File: src/bwm_pkg.sv
// ----------------------------------------------------------------------------
// bwm_pkg: shared types and constants for the bijective window matcher
// Table sizes, epoch width, stream widths, controller states and the
// command/status bundles between controller and datapath.
// ----------------------------------------------------------------------------
package bwm_pkg;

  // Table sizes are powers of two no larger than the word ID space, so a
  // table index is the low bits of the word ID.
  localparam int TARGET_IDS = 1024;
  localparam int SOURCE_IDS = 1024;
  localparam int EPOCH_BITS = 16;
  localparam int WORD_W     = 10;
  localparam int COUNT_W    = 32;

  localparam int TGT_AW    = $clog2(TARGET_IDS);
  localparam int SRC_AW    = $clog2(SOURCE_IDS);
  localparam int CLR_DEPTH = (TARGET_IDS > SOURCE_IDS) ? TARGET_IDS : SOURCE_IDS;
  localparam int CLR_AW    = $clog2(CLR_DEPTH);

  // RAM entry: {stamp, mapped word}
  localparam int ENTRY_W = EPOCH_BITS + WORD_W;

  // Stream widths, padded to whole bytes
  localparam int IN_DATA_W  = 2 * WORD_W;
  localparam int IN_TDATA_W = ((IN_DATA_W + 7) / 8) * 8;
  localparam int OUT_DATA_W = 1 + 2 * COUNT_W;
  localparam int OUT_TDATA_W = ((OUT_DATA_W + 7) / 8) * 8;

  typedef enum logic [2:0] {
    ST_INIT,    // clear stamp stores after reset
    ST_IDLE,    // wait for an input word
    ST_LOOKUP,  // table read in flight
    ST_CHECK,   // compare, update tables, load result
    ST_WRAP     // epoch wrapped: clear stamp stores, then look up
  } ctrl_state_e;

  typedef struct packed {
    logic load;      // capture the input word
    logic clr_en;    // write one clear entry
    logic check_en;  // commit the check of the held word
  } bwm_cmd_t;

  typedef struct packed {
    logic wrap;       // word being offered starts a window and wraps the epoch
    logic clr_done;   // clear pointer at its last entry
    logic item_last;  // held word closes a window
    logic out_free;   // result register can take a new result
  } bwm_status_t;

endpackage

File: src/bwm_ctrl.sv
// ----------------------------------------------------------------------------
// bwm_ctrl: controller for the bijective window matcher
// Sequences stamp clearing, word capture, table lookup and commit.
// ----------------------------------------------------------------------------
module bwm_ctrl import bwm_pkg::*; (
  input  logic        clk_i,
  input  logic        rst_ni,
  input  logic        s_tvalid_i,
  output logic        s_tready_o,
  input  bwm_status_t status_i,
  output bwm_cmd_t    cmd_o,
  output logic        clearing_o
);

  ctrl_state_e state_q, state_d;

  // State register
  always_ff @(posedge clk_i or negedge rst_ni) begin
    if (!rst_ni) begin
      state_q <= ST_INIT;
    end else begin
      state_q <= state_d;
    end
  end

  // Next state and commands
  always_comb begin
    state_d    = state_q;
    cmd_o      = '0;
    s_tready_o = 1'b0;
    clearing_o = 1'b0;
    case (state_q)
      ST_INIT, ST_WRAP: begin
        cmd_o.clr_en = 1'b1;
        clearing_o   = 1'b1;
        if (status_i.clr_done) begin
          state_d = (state_q == ST_WRAP) ? ST_LOOKUP : ST_IDLE;
        end
      end
      ST_IDLE: begin
        s_tready_o = 1'b1;
        if (s_tvalid_i) begin
          cmd_o.load = 1'b1;
          state_d    = status_i.wrap ? ST_WRAP : ST_LOOKUP;
        end
      end
      ST_LOOKUP: begin
        state_d = ST_CHECK;
      end
      ST_CHECK: begin
        // a closing word waits until the result register is free
        if (!status_i.item_last || status_i.out_free) begin
          cmd_o.check_en = 1'b1;
          state_d        = ST_IDLE;
        end
      end
      default: begin
        state_d = ST_INIT;
      end
    endcase
  end

endmodule

File: config.mk
export PLATFORM = sky130hd
export DESIGN_NAME = bwm_ctrl
export DESIGN_NICKNAME = d
export VERILOG_FILES = /design/src/bwm_pkg.sv /design/src/bwm_ctrl.sv
export SDC_FILE = /design/constraint.sdc
export NUM_CORES = 1
export LEC_CHECK = 0
export BUFFER_PORTS_ARGS = -buffer_cell sky130_fd_sc_hd__buf_2
export CAP_MARGIN = 20
export CORE_AREA = 2 2 39 41
export DETAILED_ROUTE_END_ITERATION = 6
export DIE_AREA = 0 0 41 43
export HOLD_SLACK_MARGIN = 0.08
export PLACE_DENSITY = 0.44
export SLEW_MARGIN = 10
export SYNTH_ARGS = -nofsm -noshare
export SYNTH_HDL_FRONTEND = slang
export SYNTH_SLANG_ARGS = --single-unit
File: constraint.sdc
create_clock -name clk_i -period 2.48 [get_ports clk_i]
set_input_delay 0.248 -clock clk_i [delete_from_list [all_inputs] [get_ports clk_i]]
set_output_delay 0.248 -clock clk_i [all_outputs]
set_load 0.03 [all_outputs]
==> impl_metrics.ini, run 1 <==
[status]
run_status = completed

[sta]
grt_setup_unrepaired = no
period_share_pct = 58.46
finClkSkew_ns = 0.0006566
relSlewSlack_pct = 85.31
finalSetupViolCount = 0
fmax_ghz = 0.6897
min_period_ns = 1.450
fin_hold_ws_ns = 0.3285
drv_slew = 0
hold_viol = 0
worstMarginPinSlew_ns = 0.2203
finalSetupTns_ns = 0

[grt]
grt_first_pass_wirelength_um = 662
grt_antenna_before_repair = 0
grt_max_degree = 7
grt_pass1_vias = 165
grt_overflow_total = 0
globalRouteTotalUtil_pct = 6.344

[place]
dpl_cell_area_um2 = 271.5
gp_congestion = 0.6337
port_buffers = 11
dp_cells = 48

[synth]
seq_area_frac_synth_pct = 36.81
synth_edf_count = 0
syn_area_um2 = 203.9
synth_top_area_share_pct = 36.81
ys_types = 16
synth_cells = 22
synth_warnings = 0
synthFlopType = dfrtp_1
synth_area_leaders = dfrtp_1 37%, a221oi_2 7.4%, nor2b_4 6.7%
syn-num-nets = 29
synth.avg_cell_area_um2 = 9.270
synth.most_common_cell = dfrtp_1
synth_top_area_cell = dfrtp_1
ys_seq_elements = 3
ys_top_cells_by_count = 3 x dfrtp_1, 2 x and3_1, 2 x inv_1, 2 x nor2_1, 2 x nor2b_1
synthArstFlopShare_pct = 100.0

[worst_setup_path]
critPathRequiredTime_ns = 2.23
cpPeakStageDelay_ns = 0.41
r2r-start = state_q[2]$_DFFE_PN0P_
rr_worst_depth = 3
path_max_fanout = 6
cp_cell_sequence = nor2b_4 > and3_1 > buf_2
path_buf_inv = 1
end_kind = output pin
endpoint = cmd_o[2]
path_delay_family = flip-flops
crit_start = state_q[0]$_DFFE_PN0P_
start_kind = flip-flop
r2r-end = state_q[1]$_DFFE_PN0P_
crit_type = reg -> out
cp_num_cells = 3
r2r_slack_ns = 1.43
crit_slowest_cell = dfrtp_1
critPathArrivalTime_ns = 1.20

[routing]
wl_per_cell_um = 8.321
drt_iter0_markers = 3
first_pass_iters = 2
via_per_inst = 3.547
drcViolationCount = 0
via_count = 188
postRouteAntennaNets = 0
drt-total-wl_um = 441

[floorplanning]
core_um2 = 1384
ios = 12
start_util_pct = 14.74
fp.dieW_um = 41
die_area_um2 = 1763
num_rows = 14
die_h_um = 43

[clocking]
root_buffer = clkbuf_4
cts-htree-levels = 1
path_clk_slew_ns = 0.04
clkSinkCount = 3
clock_latency_ns = 0.23
cts_setup_buffers = 0
cts_buffer_depth = 2
cts_tree = done
cts_made_buffers = 3

[layout]
area_growth_pct = 50.92
instances_no_fill = 53
layout.nets = 45
drive_gt1_share_pct = 48.65
largest_reg_flops = 3
n_antenna_cell = 0
utilization_pct = 22.24
largest_register = state_q
fin_area_um2 = 307.8
top_regs = state_q x3

[power_and_ir_drop]
ir_worst_vdd_mv = 0.3778
powerDensity_nw_per_um2 = 1294
p_leak_nw = 0.1651

[worst_hold_path]
min_path_type = in -> reg

[flow_run]
cap_viol_max_count = 0
==> report_power, final <==
part           total (W)  switching (W)  internal [W]
clock network  0.0000856      0.0000253     0.0000603
registers      0.0000984      0.0000298     0.0000686
logic           0.000214       0.000132     0.0000818
==> what timing repair did <==
action	in CTS	in global routing
hold endpoints to repair	3	0
hold buffers	1	0
endpoints found under the setup margin	0	0
gates resized for setup	0	0
==> metrics by stage <==
stage / total power [W] / setup slack [ns]
2_1_floorplan: 0.0002688 / 1.087
3_3_place_gp: 0.0003173 / 1.258
3_5_place_dp: 0.0003166 / 1.265
4_1_cts: 0.0004077 / 1.010
5_1_grt: 0.0004359 / 0.9386
6_report: 0.0003982 / 1.030
==> worst min-delay path: stages <==
cell and delay [ns]:
buf_2 0.10, a221oi_2 0.06, a21oi_2 0.10
==> how the worst min path moves through the flow <==
| stage | from | endpoint | cells past startpoint |
|---|---|---|---|
| 2_1_floorplan | rst_ni | state_q[0]$_DFFE_PN0P_ | 0 |
| 3_5_place_dp | rst_ni | state_q[2]$_DFFE_PN0P_ | 1 |
| 5_1_grt | rst_ni | state_q[2]$_DFFE_PN0P_ | 2 |
| 6_report | status_i[2] | state_q[1]$_DFFE_PN0P_ | 3 |
| 3_3_place_gp | rst_ni | state_q[0]$_DFFE_PN0P_ | 1 |
| 4_1_cts | status_i[2] | state_q[1]$_DFFE_PN0P_ | 3 |
==> final cells by class <==
cell class | count | area (um^2)
multi-input cells | 16 | 113.9
fillers | 161 | 1076
well taps | 16 | 20.02
repair buffers | 12 | 65.06
clock buffers | 4 | 26.28
flip-flops and latches | 3 | 75.07
inverters | 2 | 7.507
==> routing by layer <==
metal / part of all wire, % / up-vias / wire (um) / GRT usage [%]
met5: 0 / - / 0 / 0
met4: 0 / 0 / 0 / 6.000
met3: 16 / 0 / 72 / 4.712
met2: 35 / 12 / 153 / 6.563
met1: 49 / 72 / 216 / 7.792
li1: - / 104 / - / -
==> placed cells by master (no fill, tap or decap), types with 2 or more instances in the layout <==
cell      instances
and3_1            2
buf_2            11
clkbuf_4          3
dfrtp_1           3
inv_1             2
nor2_1            2
nor2b_1           2
==> cells by family (layout without fill, tap and decap cells) <==
group	count (synthesis)	in the layout	synth area share, %
compound gates	6	6	25.15
buf+inv	3	18	7.365
flops	3	3	36.81
simple gates	10	10	30.67
(Power assumes the default switching activity.)
==> inputs of run 2 (changes only) <==
PLACE_DENSITY = 0.45   (was 0.44)
clock period = 1.3 ns   (was 2.48 ns; I/O delays follow)
==> impl_metrics.ini, run 2 (synthesis results as in run 1) <==
[clocking]
path_clk_slew_ns = 0.04
clock_latency_ns = 0.23
cts-htree-levels = 1
cts_made_buffers = 3
clkSinkCount = 3
cts_tree = done
cts_buffer_depth = 2
root_buffer = clkbuf_4

[floorplanning]
start_util_pct = 14.74
die_area_um2 = 1763
die_h_um = 43
num_rows = 14
fp.dieW_um = 41
core_um2 = 1384
ios = 12

[worst_setup_path]
cp_cell_sequence = nor2b_4 > and3_1 > buf_4
cpPeakStageDelay_ns = 0.41
crit_type = reg -> out
crit_slowest_cell = dfrtp_1
critPathRequiredTime_ns = 1.17
critPathArrivalTime_ns = 1.11
start_kind = flip-flop
end_kind = output pin
path_max_fanout = 5

[routing]
drt-total-wl_um = 473
drcViolationCount = 0
drt_iter0_markers = 2
first_pass_iters = 2
via_count = 208
via_per_inst = 3.714
wl_per_cell_um = 8.446
postRouteAntennaNets = 0

[grt]
grt_overflow_total = 0
top_usage_layer = met4
gr-usage-met2_pct = 7.187
grt_antenna_before_repair = 0
grt_pass1_vias = 178
met1_usage_pct = 7.468
met3_usage_pct = 3.141
globalRouteTotalUtil_pct = 6.445
grt_max_degree = 7
grt_first_pass_wirelength_um = 690

[layout]
largest_register = state_q
largest_reg_flops = 3
layout_commonest_cell = buf_2
layout_common_cells = 9 x buf_2, 4 x buf_4, 3 x clkbuf_4, 3 x dfrtp_1
top_regs = state_q x3
area_growth_pct = 66.26
fillCellCount = 151
drive_gt1_share_pct = 52.50
n_antenna_cell = 0
layout.nets = 48

[sta]
finClkSkew_ns = 0.0006333
grt_setup_unrepaired = no
worstMarginPinSlew_ns = 0.2050
finalSetupTns_ns = 0
fmax_ghz = 0.8069
finalSetupViolCount = 0
fin_hold_ws_ns = 0.1976
hold_viol = 0
min_period_ns = 1.239
period_share_pct = 95.33
relSlewSlack_pct = 86.33
drv_slew = 0

[flow_run]
cap_viol_max_count = 0

[worst_hold_path]
min_path_type = in -> reg

[power_and_ir_drop]
ir_worst_vdd_mv = 0.7277
p_leak_nw = 0.1810
powerDensity_nw_per_um2 = 2485

[place]
port_buffers = 11
gp_congestion = 0.6376

[status]
run_status = completed
run 2: changes by cell type in the layout (fill, tap and decap cells not counted):
cell,change
buf_6,+1
buf_2,-2
buf_4,+4
run 2: cell type report:
type                       count  area, um^2  area share (%)
multi-input combinational     16       113.9           33.58
tap                           16       20.02           5.904
inverter                       2       7.507           2.214
clock buffer                   4       26.28           7.749
timing repair buffer          15       96.34           28.41
sequential                     3       75.07           22.14
run 2: worst max-delay path, delay by kind of cell, from the launching register on:
family        cells  cell delay, ns
buf+inv           1            0.15
flops             1            0.41
simple gates      2            0.31
run 2: per-stage QoR:
stage | util (%) | worst slack, ns | std cells | power (W) | instance area [um^2]
floorplan | - | 0.02454 | 22 | 0.0005128 | 203.9
global placement | 19.62 | 0.1976 | 48 | 0.0006047 | 271.5
detailed placement | 19.62 | 0.2038 | 48 | 0.0006033 | 271.5
CTS | 23.15 | 0.01876 | 54 | 0.0008141 | 320.3
global route | 24.50 | 0.00001577 | 56 | 0.0009158 | 339.1
finish | 24.50 | 0.06071 | 56 | 0.0008426 | 339.1
run 2: power by group:
group | switching, W | internal [W] | total (W)
Combinational | 0.000285 | 0.000221 | 0.000506
Clock | 0.0000477 | 0.000115 | 0.000163
Sequential | 0.0000432 | 0.000131 | 0.000174
run 2: repair_timing:
| action | 4_1_cts | 5_1_grt |
|---|---|---|
| hold buffers | 1 | 0 |
| setup buffers | 1 | 2 |
| hold endpoints to repair | 3 | 0 |
| endpoints found under the setup margin | 3 | 3 |
| resized for setup | 2 | 1 |
run 2: per-layer routing:
metal  share of wire [%]  vias to the layer above  wire length [um]
li1                    -                      110                 -
met1                  48                       82               227
met2                  35                       14               166
met3                  14                        2                64
met4                 3.0                        0                14
met5                   0                        -                 0
run 2: final timing paths:
path                                   startpoint                      to  slack (ns)  cells past startpoint
hold reg to reg            state_q[1]$_DFFE_PN0P_  state_q[1]$_DFFE_PN0P_        0.55                      1
min in group asynchronous                  rst_ni  state_q[2]$_DFFE_PN0P_        0.22                      2
hold / removal                        status_i[3]  state_q[2]$_DFFE_PN0P_        0.20                      3
setup reg to reg           state_q[2]$_DFFE_PN0P_  state_q[1]$_DFFE_PN0P_        0.15                      4
max in group asynchronous                  rst_ni  state_q[1]$_DFFE_PN0P_        0.98                      2
setup / recovery           state_q[2]$_DFFE_PN0P_                cmd_o[0]        0.06                      3
==> inputs of run 3 (changes only) <==
--- a/config.mk
+++ b/config.mk
@@ -13,3 +13,3 @@
 export HOLD_SLACK_MARGIN = 0.08
-export PLACE_DENSITY = 0.45
+export PLACE_DENSITY = 0.33
 export SLEW_MARGIN = 10
--- a/constraint.sdc
+++ b/constraint.sdc
@@ -3,2 +3,2 @@
 set_output_delay 0.13 -clock clk_i [all_outputs]
-set_load 0.03 [all_outputs]
+set_load 0.05 [all_outputs]
==> impl_metrics.ini, run 3 (synthesis results as in run 1) <==
[clocking]
cts_made_buffers = 3
cts_buffer_depth = 2
root_buffer = clkbuf_4
clock_latency_ns = 0.23
cts_tree = done
path_clk_slew_ns = 0.04
cts-htree-levels = 1
clkSinkCount = 3

[routing]
wl_per_cell_um = 8.875
via_per_inst = 3.893
postRouteAntennaNets = 0
drcViolationCount = 0
first_pass_iters = 1
drt_iter0_markers = 0
via_count = 218
drt-total-wl_um = 497

[floorplanning]
start_util_pct = 14.74
fp.dieW_um = 41
die_area_um2 = 1763
core_um2 = 1384
num_rows = 14
die_h_um = 43
ios = 12

[power_and_ir_drop]
ir_worst_vdd_mv = 0.5588
powerDensity_nw_per_um2 = 2818
power_w = 0.001022
p_leak_nw = 0.1819

[layout]
largest_reg_flops = 3
layout_common_cells = 8 x buf_2, 4 x buf_4, 3 x clkbuf_4
top_regs = state_q x3
fillCellCount = 157
instances_no_fill = 56
area_growth_pct = 77.91
n_antenna_cell = 0
largest_register = state_q
drive_gt1_share_pct = 60.00
layout.nets = 48
layout_commonest_cell = buf_2
fin_area_um2 = 362.8

[place]
dp_cells = 49
hpwl_um = 399.6
pre_cts_ws_ns = 0.1619
dpl_cell_area_um2 = 286.5
port_buffers = 11
gp_congestion = 0.5793

[worst_setup_path]
critPathArrivalTime_ns = 1.13
end_kind = output pin
r2r-start = state_q[2]$_DFFE_PN0P_
crit_slowest_cell = dfrtp_1
critPathRequiredTime_ns = 1.17
path_max_fanout = 4
crit_type = reg -> out
rr_worst_depth = 4
r2r_slack_ns = 0.14
start_kind = flip-flop
r2r-end = state_q[1]$_DFFE_PN0P_
cpPeakStageDelay_ns = 0.41
cp_cell_sequence = nor2b_4 > and3_4 > buf_8

[grt]
grt_overflow_total = 0
grt_pass1_vias = 206
globalRouteTotalUtil_pct = 7.251
grt_first_pass_wirelength_um = 772
grt_max_degree = 7
grt_antenna_before_repair = 0

[sta]
worstMarginPinSlew_ns = 0.2505
finalSetupViolCount = 0
min_period_ns = 1.256
relSlewSlack_pct = 83.42
finalSetupTns_ns = 0
finClkSkew_ns = 0.0001123
worst_slack_ns = 0.04410
hold_viol = 0
drv_slew = 0
period_share_pct = 96.61
fmax_ghz = 0.7962

[flow_run]
cap_viol_max_count = 0

[status]
run_status = completed

[worst_hold_path]
hold_start = status_i[3]
min_to = state_q[2]$_DFFE_PN0P_
hold_depth = 3
min_path_type = in -> reg
run 3: changes by cell type in the layout (fill, tap and decap cells not counted):
cell	change
nor2_4	+1
and3_4	+1
buf_8	+1
nor2_1	-1
and3_1	-1
dfrtp_2	+1
buf_2	-1
dfrtp_1	-1
run 3: layer usage:
| metal | GRT usage [%] | share of wire (%) |
|---|---|---|
| met5 | 0 | 0 |
| met4 | 2.000 | 0 |
| met3 | 7.853 | 9.3 |
| met2 | 10.31 | 47 |
| met1 | 6.818 | 44 |
run 3: timing repair:
action                                  4_1_cts  5_1_grt
endpoints found under the setup margin        3        3
resized for setup                             5        3
buffers inserted                              1        1
hold buffers                                  1        0
endpoints found under the hold margin         3        0
cloned                                        0        0
run 3: worst max path at each step:
stage                     depth (start not counted)                   start       end
after global placement                            3  state_q[2]$_DFFE_PN0P_  cmd_o[0]
final                                             3  state_q[2]$_DFFE_PN0P_  cmd_o[0]
after global routing                              3  state_q[2]$_DFFE_PN0P_  cmd_o[2]
after detailed placement                          3  state_q[2]$_DFFE_PN0P_  cmd_o[0]
after floorplan                                   2  state_q[0]$_DFFE_PN0P_  cmd_o[2]
after CTS                                         3  state_q[2]$_DFFE_PN0P_  cmd_o[0]
run 3: power by group:
| group | leakage [nW] | total, W | switching (W) | internal [W] |
|---|---|---|---|---|
| combinational | 0.131 | 0.000677 | 0.000408 | 0.000268 |
| sequential | 0.0355 | 0.000186 | 0.0000520 | 0.000134 |
| clock | 0.0150 | 0.000160 | 0.0000448 | 0.000115 |
| total | 0.182 | 0.00102 | 0.000505 | 0.000517 |
run 3: area by class of cell:
class / instances / area [um^2] / area share, %
multi-input combinational: 16 / 126.4 / 34.83
sequential: 3 / 76.32 / 21.03
inverter: 2 / 7.507 / 2.069
clock buffer: 4 / 26.28 / 7.241
tap: 16 / 20.02 / 5.517
timing repair buffer: 15 / 106.4 / 29.31
run 3: worst max-delay path: cells and delay by family (launching register included):
kind | cells | cell delay [ns]
buffers and inverters | 1 | 0.14
flip-flops | 1 | 0.41
AND/OR/NAND/NOR | 2 | 0.35
run 3: through the flow:
step / utilization, % / hold WS, ns
CTS: 24.95 / 0.2059
finish: 26.22 / 0.2109
global route: 26.22 / 0.2303
floorplan: - / -0.1656
detailed placement: 20.71 / -0.06919
global placement: 20.71 / -0.07290
